File: src/cdcg_pkg.sv
// ----------------------------------------------------------------------------
// cdcg_pkg
// Shared types and constants of the call depth and cycle guard.
// ----------------------------------------------------------------------------
package cdcg_pkg;

	// Stack store geometry.
	localparam int STACK_DEPTH = 256;
	localparam int ID_WIDTH    = 16;
	localparam int ADDR_W      = (STACK_DEPTH > 1) ? $clog2(STACK_DEPTH) : 1;
	localparam int CNT_W       = $clog2(STACK_DEPTH + 1);

	// Field widths fixed by the interface.
	localparam int FUNC_W   = 2;
	localparam int BLOCK_W  = 16;
	localparam int DEPTH_W  = 9;
	localparam int STATUS_W = 2;
	localparam int CFG_IDX_W  = 1;
	localparam int CFG_DATA_W = 9;

	localparam logic [DEPTH_W-1:0] DEPTH_MAX         = '1;
	localparam logic [DEPTH_W-1:0] DEPTH_LIMIT_RESET = DEPTH_W'(256);

	// Configuration register indexes.
	localparam logic [CFG_IDX_W-1:0] CFG_DEPTH_LIMIT  = CFG_IDX_W'(0);
	localparam logic [CFG_IDX_W-1:0] CFG_ASK_ON_LIMIT = CFG_IDX_W'(1);

	typedef enum logic [FUNC_W-1:0] {
		FUNC_ENTER = 2'd0,
		FUNC_EXIT  = 2'd1,
		FUNC_CLEAR = 2'd2
	} func_t;

	typedef enum logic [STATUS_W-1:0] {
		ST_OK     = 2'd0,
		ST_DEPTH  = 2'd1,
		ST_CYCLE  = 2'd2,
		ST_NOROOM = 2'd3
	} status_t;

	typedef enum logic [1:0] {
		S_IDLE,
		S_SEARCH,
		S_DONE
	} state_t;

	typedef struct packed {
		logic [DEPTH_W-1:0] depth_limit;
		logic               ask_on_limit;
	} cfg_t;

	typedef struct packed {
		status_t            status;
		logic [DEPTH_W-1:0] depth;
		logic               terminated;
	} res_t;

endpackage

File: src/cdcg_ram.sv
// ----------------------------------------------------------------------------
// cdcg_ram
// Generic single-write, single-read synchronous RAM with a registered read.
// ----------------------------------------------------------------------------
module cdcg_ram #(
	parameter int WIDTH = 16,
	parameter int DEPTH = 256
) (
	input  logic                                      clk,
	input  logic                                      we,
	input  logic [((DEPTH > 1) ? $clog2(DEPTH) : 1)-1:0] waddr,
	input  logic [WIDTH-1:0]                          wdata,
	input  logic                                      re,
	input  logic [((DEPTH > 1) ? $clog2(DEPTH) : 1)-1:0] raddr,
	output logic [WIDTH-1:0]                          rdata
);

	logic [WIDTH-1:0] mem [DEPTH];

	always_ff @(posedge clk) begin
		if (we) begin
			mem[waddr] <= wdata;
		end
		if (re) begin
			rdata <= mem[raddr];
		end
	end

endmodule

File: src/cdcg_ctrl.sv
// ----------------------------------------------------------------------------
// cdcg_ctrl
// Sequencer of the guard: holds counts and flags, pushes into the stack RAM
// and scans older entries one per cycle for a repeated identifier.
// ----------------------------------------------------------------------------
module cdcg_ctrl
	import cdcg_pkg::*;
(
	input  logic               clk,
	input  logic               arst_n,
	input  logic               in_valid,
	output logic               in_ready,
	input  logic [FUNC_W-1:0]  in_func,
	input  logic [BLOCK_W-1:0] in_id,
	input  logic               in_allow,
	input  cfg_t               cfg,
	output logic               res_valid,
	input  logic               res_take,
	output res_t               res
);

	state_t state_q, state_d;

	logic [CNT_W-1:0]    count_q;
	logic [CNT_W-1:0]    idx_q;
	logic [DEPTH_W-1:0]  depth_q;
	logic                stop_q;
	logic                cmp_vld_s1;
	logic [ID_WIDTH-1:0] id_q;
	status_t             status_q;

	logic                accept;
	logic                is_enter;
	logic                limit_hit;
	logic                full;
	logic                ram_we;
	logic                ram_re;
	logic [ID_WIDTH-1:0] id_in;
	logic [ID_WIDTH-1:0] rd_data;
	logic                hit;
	logic                last_miss;
	logic [DEPTH_W-1:0]  depth_inc;
	logic [CNT_W-1:0]    count_inc;

	assign id_in     = ID_WIDTH'(in_id);
	assign depth_inc = (depth_q != DEPTH_MAX) ? depth_q + 1'b1 : depth_q;
	assign count_inc = count_q + 1'b1;

	// Outputs and datapath strobes.
	always_comb begin
		in_ready  = (state_q == S_IDLE);
		accept    = in_valid && in_ready;
		is_enter  = (in_func == FUNC_ENTER);
		// A zero limit disables the depth limit.
		limit_hit = (cfg.depth_limit != '0) && (depth_q >= cfg.depth_limit) &&
			!(cfg.ask_on_limit && in_allow);
		full      = (count_q == CNT_W'(STACK_DEPTH));
		ram_we    = accept && is_enter && !limit_hit && !full;
		ram_re    = (state_q == S_SEARCH) && (idx_q != count_q);
		hit       = (state_q == S_SEARCH) && cmp_vld_s1 && (rd_data == id_q);
		last_miss = (state_q == S_SEARCH) && cmp_vld_s1 && !hit && (idx_q == count_q);
		res_valid = (state_q == S_DONE);
		res.status     = status_q;
		res.depth      = depth_q;
		res.terminated = stop_q;
	end

	// Next state.
	always_comb begin
		state_d = state_q;
		unique case (state_q)
			S_IDLE: begin
				if (accept) begin
					if (ram_we && (count_q != '0)) begin
						state_d = S_SEARCH;
					end else begin
						state_d = S_DONE;
					end
				end
			end
			S_SEARCH: begin
				if (hit || last_miss) begin
					state_d = S_DONE;
				end
			end
			S_DONE: begin
				if (res_take) begin
					state_d = S_IDLE;
				end
			end
			default: state_d = S_IDLE;
		endcase
	end

	always_ff @(posedge clk or negedge arst_n) begin
		if (!arst_n) begin
			state_q    <= S_IDLE;
			count_q    <= '0;
			depth_q    <= '0;
			stop_q     <= 1'b0;
			cmp_vld_s1 <= 1'b0;
			idx_q      <= '0;
		end else begin
			state_q    <= state_d;
			cmp_vld_s1 <= ram_re;
			if (ram_re) begin
				idx_q <= idx_q + 1'b1;
			end
			if (accept) begin
				idx_q <= '0;
				case (in_func)
					FUNC_ENTER: begin
						if (limit_hit || full) begin
							stop_q <= 1'b1;
						end else if (count_q == '0) begin
							count_q <= count_inc;
							depth_q <= depth_inc;
						end
					end
					FUNC_EXIT: begin
						if (depth_q != '0) begin
							depth_q <= depth_q - 1'b1;
						end
						if (count_q != '0) begin
							count_q <= count_q - 1'b1;
						end
					end
					FUNC_CLEAR: begin
						count_q <= '0;
						depth_q <= '0;
						stop_q  <= 1'b0;
					end
					default: ;
				endcase
			end
			if (hit) begin
				count_q <= count_inc;
				stop_q  <= 1'b1;
			end else if (last_miss) begin
				count_q <= count_inc;
				depth_q <= depth_inc;
			end
		end
	end

	// Payload registers of the item in flight.
	always_ff @(posedge clk) begin
		if (accept) begin
			id_q <= id_in;
			if (is_enter && limit_hit) begin
				status_q <= ST_DEPTH;
			end else if (is_enter && full) begin
				status_q <= ST_NOROOM;
			end else begin
				status_q <= ST_OK;
			end
		end
		if (hit) begin
			status_q <= ST_CYCLE;
		end
	end

	cdcg_ram #(
		.WIDTH (ID_WIDTH),
		.DEPTH (STACK_DEPTH)
	) u_stack (
		.clk   (clk),
		.we    (ram_we),
		.waddr (count_q[ADDR_W-1:0]),
		.wdata (id_in),
		.re    (ram_re),
		.raddr (idx_q[ADDR_W-1:0]),
		.rdata (rd_data)
	);

endmodule

File: src/call_depth_cycle_guard_unit.sv
// ----------------------------------------------------------------------------
// call_depth_cycle_guard_unit
// Call stack guard: depth limit, cycle detection and terminated flag.
// ----------------------------------------------------------------------------
// Usage. Each input word carries func (enter, exit, clear), block_id and
// allow_over_limit; each one yields exactly one result word with status,
// the nesting depth after the item and the terminated flag. Both channels
// use valid/ready. A separate configuration channel (cfg_valid/cfg_ready,
// cfg_index, cfg_data) writes the depth limit (index 0) and ask_on_limit
// (index 1); it is always ready and should be used only while idle.
// Timing. Exit, clear and enter items that stop on the limit or on a full
// store, and enters on an empty stack, go from acceptance to S_DONE and
// then to the output register. An enter that pushes over N older entries
// scans the stack RAM one entry per cycle, ending early on a match; the
// single read port of the stack RAM sets this rate. One item is in work
// at a time.
// Reset. arst_n clears depth, count and terminated and loads a depth limit
// of 256 and ask_on_limit 0; the stack RAM itself is not cleared.
// Stall. The result sits in an output register; a new word is accepted
// while it waits, and the next result holds in the sequencer until the
// output register is taken.
// ----------------------------------------------------------------------------
module call_depth_cycle_guard_unit
	import cdcg_pkg::*;
(
	input  logic                  clk,
	input  logic                  arst_n,
	input  logic                  in_valid,
	output logic                  in_ready,
	input  logic [FUNC_W-1:0]     func,
	input  logic [BLOCK_W-1:0]    block_id,
	input  logic                  allow_over_limit,
	output logic                  out_valid,
	input  logic                  out_ready,
	output logic [STATUS_W-1:0]   status,
	output logic [DEPTH_W-1:0]    depth,
	output logic                  terminated,
	input  logic                  cfg_valid,
	output logic                  cfg_ready,
	input  logic [CFG_IDX_W-1:0]  cfg_index,
	input  logic [CFG_DATA_W-1:0] cfg_data
);

	cfg_t cfg_q;
	res_t res;
	logic res_valid;
	logic res_take;
	logic out_valid_q;
	res_t out_q;

	// Configuration registers; the port never stalls.
	assign cfg_ready = 1'b1;

	always_ff @(posedge clk or negedge arst_n) begin
		if (!arst_n) begin
			cfg_q.depth_limit  <= DEPTH_LIMIT_RESET;
			cfg_q.ask_on_limit <= 1'b0;
		end else if (cfg_valid && cfg_ready) begin
			unique case (cfg_index)
				CFG_DEPTH_LIMIT:  cfg_q.depth_limit  <= DEPTH_W'(cfg_data);
				CFG_ASK_ON_LIMIT: cfg_q.ask_on_limit <= cfg_data[0];
				default: ;
			endcase
		end
	end

	cdcg_ctrl u_ctrl (
		.clk       (clk),
		.arst_n    (arst_n),
		.in_valid  (in_valid),
		.in_ready  (in_ready),
		.in_func   (func),
		.in_id     (block_id),
		.in_allow  (allow_over_limit),
		.cfg       (cfg_q),
		.res_valid (res_valid),
		.res_take  (res_take),
		.res       (res)
	);

	// Output register: loads whenever it is empty or being emptied.
	assign res_take = res_valid && (!out_valid_q || out_ready);

	always_ff @(posedge clk or negedge arst_n) begin
		if (!arst_n) begin
			out_valid_q <= 1'b0;
		end else if (res_take) begin
			out_valid_q <= 1'b1;
		end else if (out_ready) begin
			out_valid_q <= 1'b0;
		end
	end

	always_ff @(posedge clk) begin
		if (res_take) begin
			out_q <= res;
		end
	end

	assign out_valid  = out_valid_q;
	assign status     = out_q.status;
	assign depth      = out_q.depth;
	assign terminated = out_q.terminated;

endmodule
File: config.mk
export PLATFORM = sky130hd
export DESIGN_NAME = call_depth_cycle_guard_unit
export DESIGN_NICKNAME = d
export VERILOG_FILES = /design/src/cdcg_pkg.sv /design/src/cdcg_ram.sv /design/src/cdcg_ctrl.sv /design/src/call_depth_cycle_guard_unit.sv
export SDC_FILE = /design/constraint.sdc
export NUM_CORES = 2
export LEC_CHECK = 0
export BUFFER_PORTS_ARGS = -buffer_cell sky130_fd_sc_hd__buf_4
export CELL_PAD_IN_SITES_DETAIL_PLACEMENT = 0
export CELL_PAD_IN_SITES_GLOBAL_PLACEMENT = 1
export CORE_UTILIZATION = 57
export CTS_CLUSTER_SIZE = 16
export DETAILED_ROUTE_END_ITERATION = 10
export PLACE_DENSITY = 0.84
export SYNTH_ARGS = -nofsm -noshare
export SYNTH_HDL_FRONTEND = slang
export SYNTH_SLANG_ARGS = --single-unit
export TNS_END_PERCENT = 10
File: constraint.sdc
create_clock -name clk -period 5 [get_ports clk]
set_clock_uncertainty 0.1 [all_clocks]
set_input_delay 1 -clock clk [delete_from_list [all_inputs] [get_ports clk]]
set_output_delay 1 -clock clk [all_outputs]
set_load 0.005 [all_outputs]
* Word level (Yosys, flattened, before mapping)
Memory sizes are Yosys's and may differ from the RTL's. A register that Yosys moved wholly into a read port is not among the register bits.
Cells that the tools add are included.
** Word-level totals
- Register bits after elaboration :: 72
- RAM bits :: 4096
- Input bits :: 34
- Logic and storage cells :: 111
- Memories :: 1
** Memories
- u_ctrl.u_stack.mem :: depth 256, width 16, read ports 1, clocked after Yosys merged registers in 1, write ports 1, RTL line cdcg_ram.sv:18 : logic [WIDTH-1:0] mem [DEPTH];
** Cells by class
- Add/subtract/negate cells :: 5
- $lt $le $gt $ge :: 1
- Eq/ne operators :: 16
- Multiplexer cells :: 32
- Bitwise logic cells :: 1
- Reduce and logical (&&, ||, !) cells :: 41
** Operators with widths (number)
- 2-to-1 mux 9 bit :: 15
- one-hot mux 9 bit (3 select lines) :: 2
- adder 9 x 1 -> 9 bit, second input constant :: 3
- nonzero test 9 bit :: 3
- subtractor 9 x 1 -> 9 bit, second input constant :: 2
- == test 16 bit :: 1
- logical AND 1 bit :: 16
- 2-to-1 mux 2 bit :: 6
- == test 9 bit :: 1
- == test 9 bit, second input constant :: 1
- greater-or-equal comparator 9 bit :: 1
- logical NOT 9 bit :: 1
- inequality test 9 bit :: 1
- inequality test 9 bit, second input constant :: 1
- inequality test 4 bit, second input constant :: 2
- 2-to-1 mux 1 bit :: 7
- one-hot mux 2 bit (3 select lines) :: 1
- AND reduction 3 bit :: 2
- nonzero test 2 bit :: 3
- nonzero test 3 bit :: 2
- logical NOT 1 bit :: 5
- AND reduction 5 bit :: 1
- nonzero test 5 bit :: 1
- == test 2 x 1 -> 1 bit, second input constant :: 2
- other kinds (10) :: 16

* Longest topological paths before layout
- Depth after elaboration :: 10
- Gate-level depth with buffers :: 13
- Gate-level depth less buffers :: 9

* By module
From an unflattened synthesis, not the netlist that was laid out.
** Second synthesis, totals
- Cells, all modules :: 7824
- Area total of the unflattened synthesis :: 163499.3 um^2
** Modules (own cells, without submodules)
- cdcg_ram :: instances 1, cells each 7360, area each 158874.9 um^2, seq. area each 123478.4 um^2
- cdcg_ctrl :: instances 1, cells each 423, area each 3782.4 um^2, seq. area each 1296.2 um^2
- call_depth_cycle_guard_unit :: instances 1, cells each 41, area each 842.1 um^2, seq. area each 636.9 um^2

* Least setup slack after synthesis
No wires, ideal clock.
- Kind :: register to register
- Start point :: reg cfg_q[9] (netlist bit)
- End point :: mem u_ctrl.u_stack.mem[219][0] (enable)
- Setup time :: 0.388 ns
- Arrival time :: 3.393 ns
- Required time :: 4.512 ns
- Slack :: 1.118 ns
- Cell stages (with the launch flop) :: 14
- Path through :: dfstp_2 -> inv_1 -> ha_1 -> a21oi_1 -> o21ai_0 -> a211oi_1 -> or2_2 -> clkbuf_1 -> and3_1 -> buf_4 -> buf_4 -> nand4b_2 -> buf_2 -> nor2_1
** Between the ends
- Longest elaborated chain between the ends :: 8
** Ends and longest elaborated chain
- start: declaration :: RTL line call_depth_cycle_guard_unit.sv:44 : cfg_t cfg_q;
- greater-or-equal comparator 9 bit / nonzero test 9 bit (equally long branches) :: RTL line cdcg_ctrl.sv:55 : limit_hit = (cfg.depth_limit != '0) && (depth_q >= cfg.depth_limit) &&
- logical AND 1 bit (*) (2 in series) :: RTL line cdcg_ctrl.sv:55
- logical NOT 1 bit (*) :: RTL line cdcg_ctrl.sv:58 : ram_we = accept && is_enter && !limit_hit && !full;
- logical AND 1 bit (*) (2 in series) :: RTL line cdcg_ctrl.sv:58
- 2-to-1 mux 1 bit (*) :: RTL line cdcg_ram.sv:21 : if (we) begin
- 2-to-1 mux 1 bit (implied by the code) (*) :: RTL line cdcg_ram.sv:22 : mem[waddr] <= wdata;
- end: declaration :: RTL line cdcg_ram.sv:18
Every way passes the cells marked *; elsewhere a longest branch is shown, timed or not.

* Final worst setup path
- Start point :: reg cfg_q[9] (netlist bit)
- End point :: mem u_ctrl.u_stack.mem[165][8] (enable)
The elaborated chain is that of the path after synthesis.

==> impl_metrics.tcl <==
set metrics [dict create \
    status "complete, no violations" \
    clock.fmax_mhz 205 \
    grt_usage_pct 29.7 \
    core.rowCount 194 \
    powerDensity_nw_per_um2 496 \
    min_to "cfg_q[4]$_DFFE_PN0P_" \
    final_nets 7743 \
    drive_gt1_share_pct 28.5 \
    drc 0 \
    antenna_found_initial 16 \
    clk_pin_slew_ns 0.06 \
    worstPathArrival_ns 5.44 \
    drt-total-wl_mm 423 \
    slowest_stage "and3_1" \
    final-hold-violation-count 0 \
    io_buffers 47 \
    die_area_um2 284000 \
    grt-ovfl-total 0 \
    p_leak_uw 0.0571 \
    io_pins 49 \
    grtUsageMet1_pct 41.2 \
    gr-usage-met2_pct 45.6 \
    setup_viol 0 \
    die_h_um 533 \
    worstSkewPairLatency_ns 0.99 \
    maxCapViolCount 0 \
    yosys_most_used_dff "edfxtp_1" \
    rsz0062_at_grt "no" \
    max_stage_delay_ns 0.74 \
    syn_avg_cell_area_um2 22.6 \
    htree_levels 5 \
    placed_cell_area_um2 169000 \
    instances_no_fill 11800 \
    final_area_um2 182000 \
    grt_pass1_wl_mm 598 \
    die_x_um 533 \
    min_path_cells 3 \
    ys_types 74 \
    start_kind "flip-flop" \
    yosysSeqAreaShare_pct 78.1 \
    ys_ff_latch 4184 \
    syn_area_um2 161000 \
    ys_warn_count 0 \
    synth_edf_count 4140 \
    first_global_vias 80800 \
    dp_cells 11000 \
    worstReg2RegStart "cfg_q[9]$_DFFE_PN1P_" \
    grt_max_degree 134 \
    core_um2 280000 \
    fin_ws_ns 0.117 \
    power.total_uw 90300 \
    avgRoutedWirePerCell_um 36.0 \
    dp_hpwl_mm 246 \
    grt.busiest_layer "met2" \
    firstDrtPassIters 6 \
    synth_nets 7149 \
    tns_ns 0 \
    async_reset_ff_share_pct 1.00 \
    num_vias 81900 \
    area_growth_pct 13.2 \
    cts_setup_buffers 0 \
    slew_viol_final 0 \
    start_util_pct 57.4 \
    period_needed_ns 4.88 \
    fillers 16900 \
    grtUsageMet3_pct 7.49 \
    cts-buffers-inserted 403 \
    clockRootBuffer "clkbuf_16" \
    path_cells "inv_1 -> ha_1 -> a21oi_1 -> o21ai_0 -> a211oi_1 -> or2_2 -> and3_1 -> buf_4 -> nand4b_2 -> buf_4 -> nor2_1 -> buf_4" \
    detail_route.iter0.violations 13200 \
    hp-start "cfg_data[3]" \
    cp-end-kind "flip-flop" \
    routabilityCongestion 0.903 \
    regToRegEndpoint "u_ctrl.u_stack.mem[165][8]$_DFFE_PP_" \
    drtAntennaViolNets 0 \
    cp.required_ns 5.56 \
    cts_tree "yes" \
    path_max_fanout 11 \
    vias_per_cell 6.96 \
    syn_inst 7094 \
    reg2reg_depth 12 \
    slew_headroom_pct 17.4 \
    hold_class "input pin to flip-flop" \
    vdd_drop_max_uv 386 \
    cts_sinks 4184 \
    r2r_slack_ns 0.12 \
    finalCritPeriodShare_pct 97.7 \
    tightest_slew_ns 1.24 \
    crit_top_cell "buf_4" \
    dpl_worst_slack_ns 0.176 \
    critical_path_class "flip-flop to flip-flop" \
    cts.path.max_buffers 4 \
]
==> Yosys cell counts (42+ instances only) <==
| cell type | count | share of area [%] |
|---|---|---|
| clkbuf_1 | 193 | 0.45 |
| a221oi_1 | 137 | 0.75 |
| o21ai_0 | 42 | 0.13 |
| nor2_1 | 307 | 0.72 |
| a21oi_1 | 107 | 0.33 |
| mux4_2 | 1044 | 15 |
| buf_4 | 65 | 0.30 |
| edfxtp_1 | 4140 | 77 |
| nand2_1 | 59 | 0.14 |
| buf_2 | 116 | 0.36 |
| a22oi_1 | 188 | 0.88 |
| nor3_1 | 43 | 0.13 |
| o22ai_1 | 68 | 0.26 |
| a22o_1 | 131 | 0.71 |
==> sequential cells by signal, summed over array words and instances (netlist names) <==
name                  flops
u_ctrl.u_stack.mem     4096
u_ctrl.id_q              16
u_ctrl.u_stack.rdata     16
cfg_q                    10
depth                     9
u_ctrl.count_q            9
u_ctrl.depth_q            9
u_ctrl.idx_q              9
status                    2
u_ctrl.state_q            2
u_ctrl.status_q           2
out_valid                 1
terminated                1
u_ctrl.cmp_vld_s1         1
u_ctrl.stop_q             1
==> power by group <==
group	switching (uW)	internal [uW]
Combinational	12000	8550
Sequential	446	38900
Clock	13200	17200
Total	25700	64600
==> cells by family (layout without fill, tap and decap cells) <==
| kind of cell | Yosys count | in the layout | share of synthesized area (%) |
|---|---|---|---|
| adders and majority gates | 21 | 21 | 0.164 |
| xor gates and xnor gates | 38 | 38 | 0.207 |
| AOI/OAI and AO/OA | 765 | 765 | 3.57 |
| and+or+nand+nor | 541 | 541 | 1.56 |
| muxes | 1080 | 1080 | 14.9 |
| other | 1 | 11 | 0.00233 |
| DFF | 4184 | 4184 | 78.1 |
| buffers and inverters | 464 | 1394 | 1.54 |
==> metrics by stage <==
step	util (%)	hold WS (ns)
6_report	65.0	0.188
2_1_floorplan	-	0.308
5_1_grt	65.0	0.183
3_5_place_dp	60.2	0.361
3_3_place_gp	60.2	0.356
4_1_cts	65.0	0.140
==> cell usage in the layout (no fill, tap or decap), types with 68 or more instances in the layout <==
cell / n
clkbuf_16: 405
a221oi_1: 137
a22oi_1: 188
clkinv_2: 73
a22o_1: 131
a21oi_1: 107
mux4_2: 1044
clkbuf_1: 79
nor2_1: 304
edfxtp_1: 4140
buf_4: 547
o22ai_1: 68
clkinv_1: 92
==> layout make-up <==
cell class	count	area, um^2	area share (%)
flip-flops and latches	4184	125000	69.0
diodes	10	25.0	0.0138
repair buffers	627	5610	3.09
multi-input cells	2446	32800	18.0
clock buffers	491	10500	5.79
inverters	26	100	0.0550
well taps	3724	4660	2.56
clock inverters	250	2700	1.48
==> worst max-delay path by stage <==
stage / start / end / slack (ns) / depth (start not counted)
CTS: cfg_q[9]$_DFFE_PN1P_ / u_ctrl.u_stack.mem[134][0]$_DFFE_PP_ / 0.07 / 11
floorplan: cfg_q[9]$_DFFE_PN1P_ / u_ctrl.u_stack.mem[219][0]$_DFFE_PP_ / 1.12 / 13
finish: cfg_q[9]$_DFFE_PN1P_ / u_ctrl.u_stack.mem[165][8]$_DFFE_PP_ / 0.12 / 12
detailed placement: cfg_q[9]$_DFFE_PN1P_ / u_ctrl.u_stack.mem[134][2]$_DFFE_PP_ / 0.18 / 11
global route: cfg_q[9]$_DFFE_PN1P_ / u_ctrl.u_stack.mem[132][15]$_DFFE_PP_ / 0.005 / 12
global placement: cfg_q[9]$_DFFE_PN1P_ / u_ctrl.u_stack.mem[134][1]$_DFFE_PP_ / 0.16 / 11
==> per-layer routing <==
layer,share of wire (%),up-vias,wire [um]
met1,35,42700,149000
li1,-,31600,-
met2,47,6568,199000
met4,4.8,20,20400
met3,13,915,54300
met5,0.031,-,132
==> critical path: cells and delay by family, from the launching register on <==
| kind | cells | cell delay [ns] |
|---|---|---|
| AOI/OAI and AO/OA | 3 | 0.89 |
| adders and majority gates | 1 | 0.32 |
| buffers and inverters | 4 | 1.02 |
| DFF | 1 | 0.53 |
| and+or+nand+nor | 4 | 1.72 |
==> timing repair <==
action | 4_1_cts | 5_1_grt
endpoints found under the setup margin | 0 | 32
endpoints found under the hold margin | 41 | 0
hold buffers | 1 | 0
gates resized for setup | 0 | 2
Power figures use the tool's default switching activity.
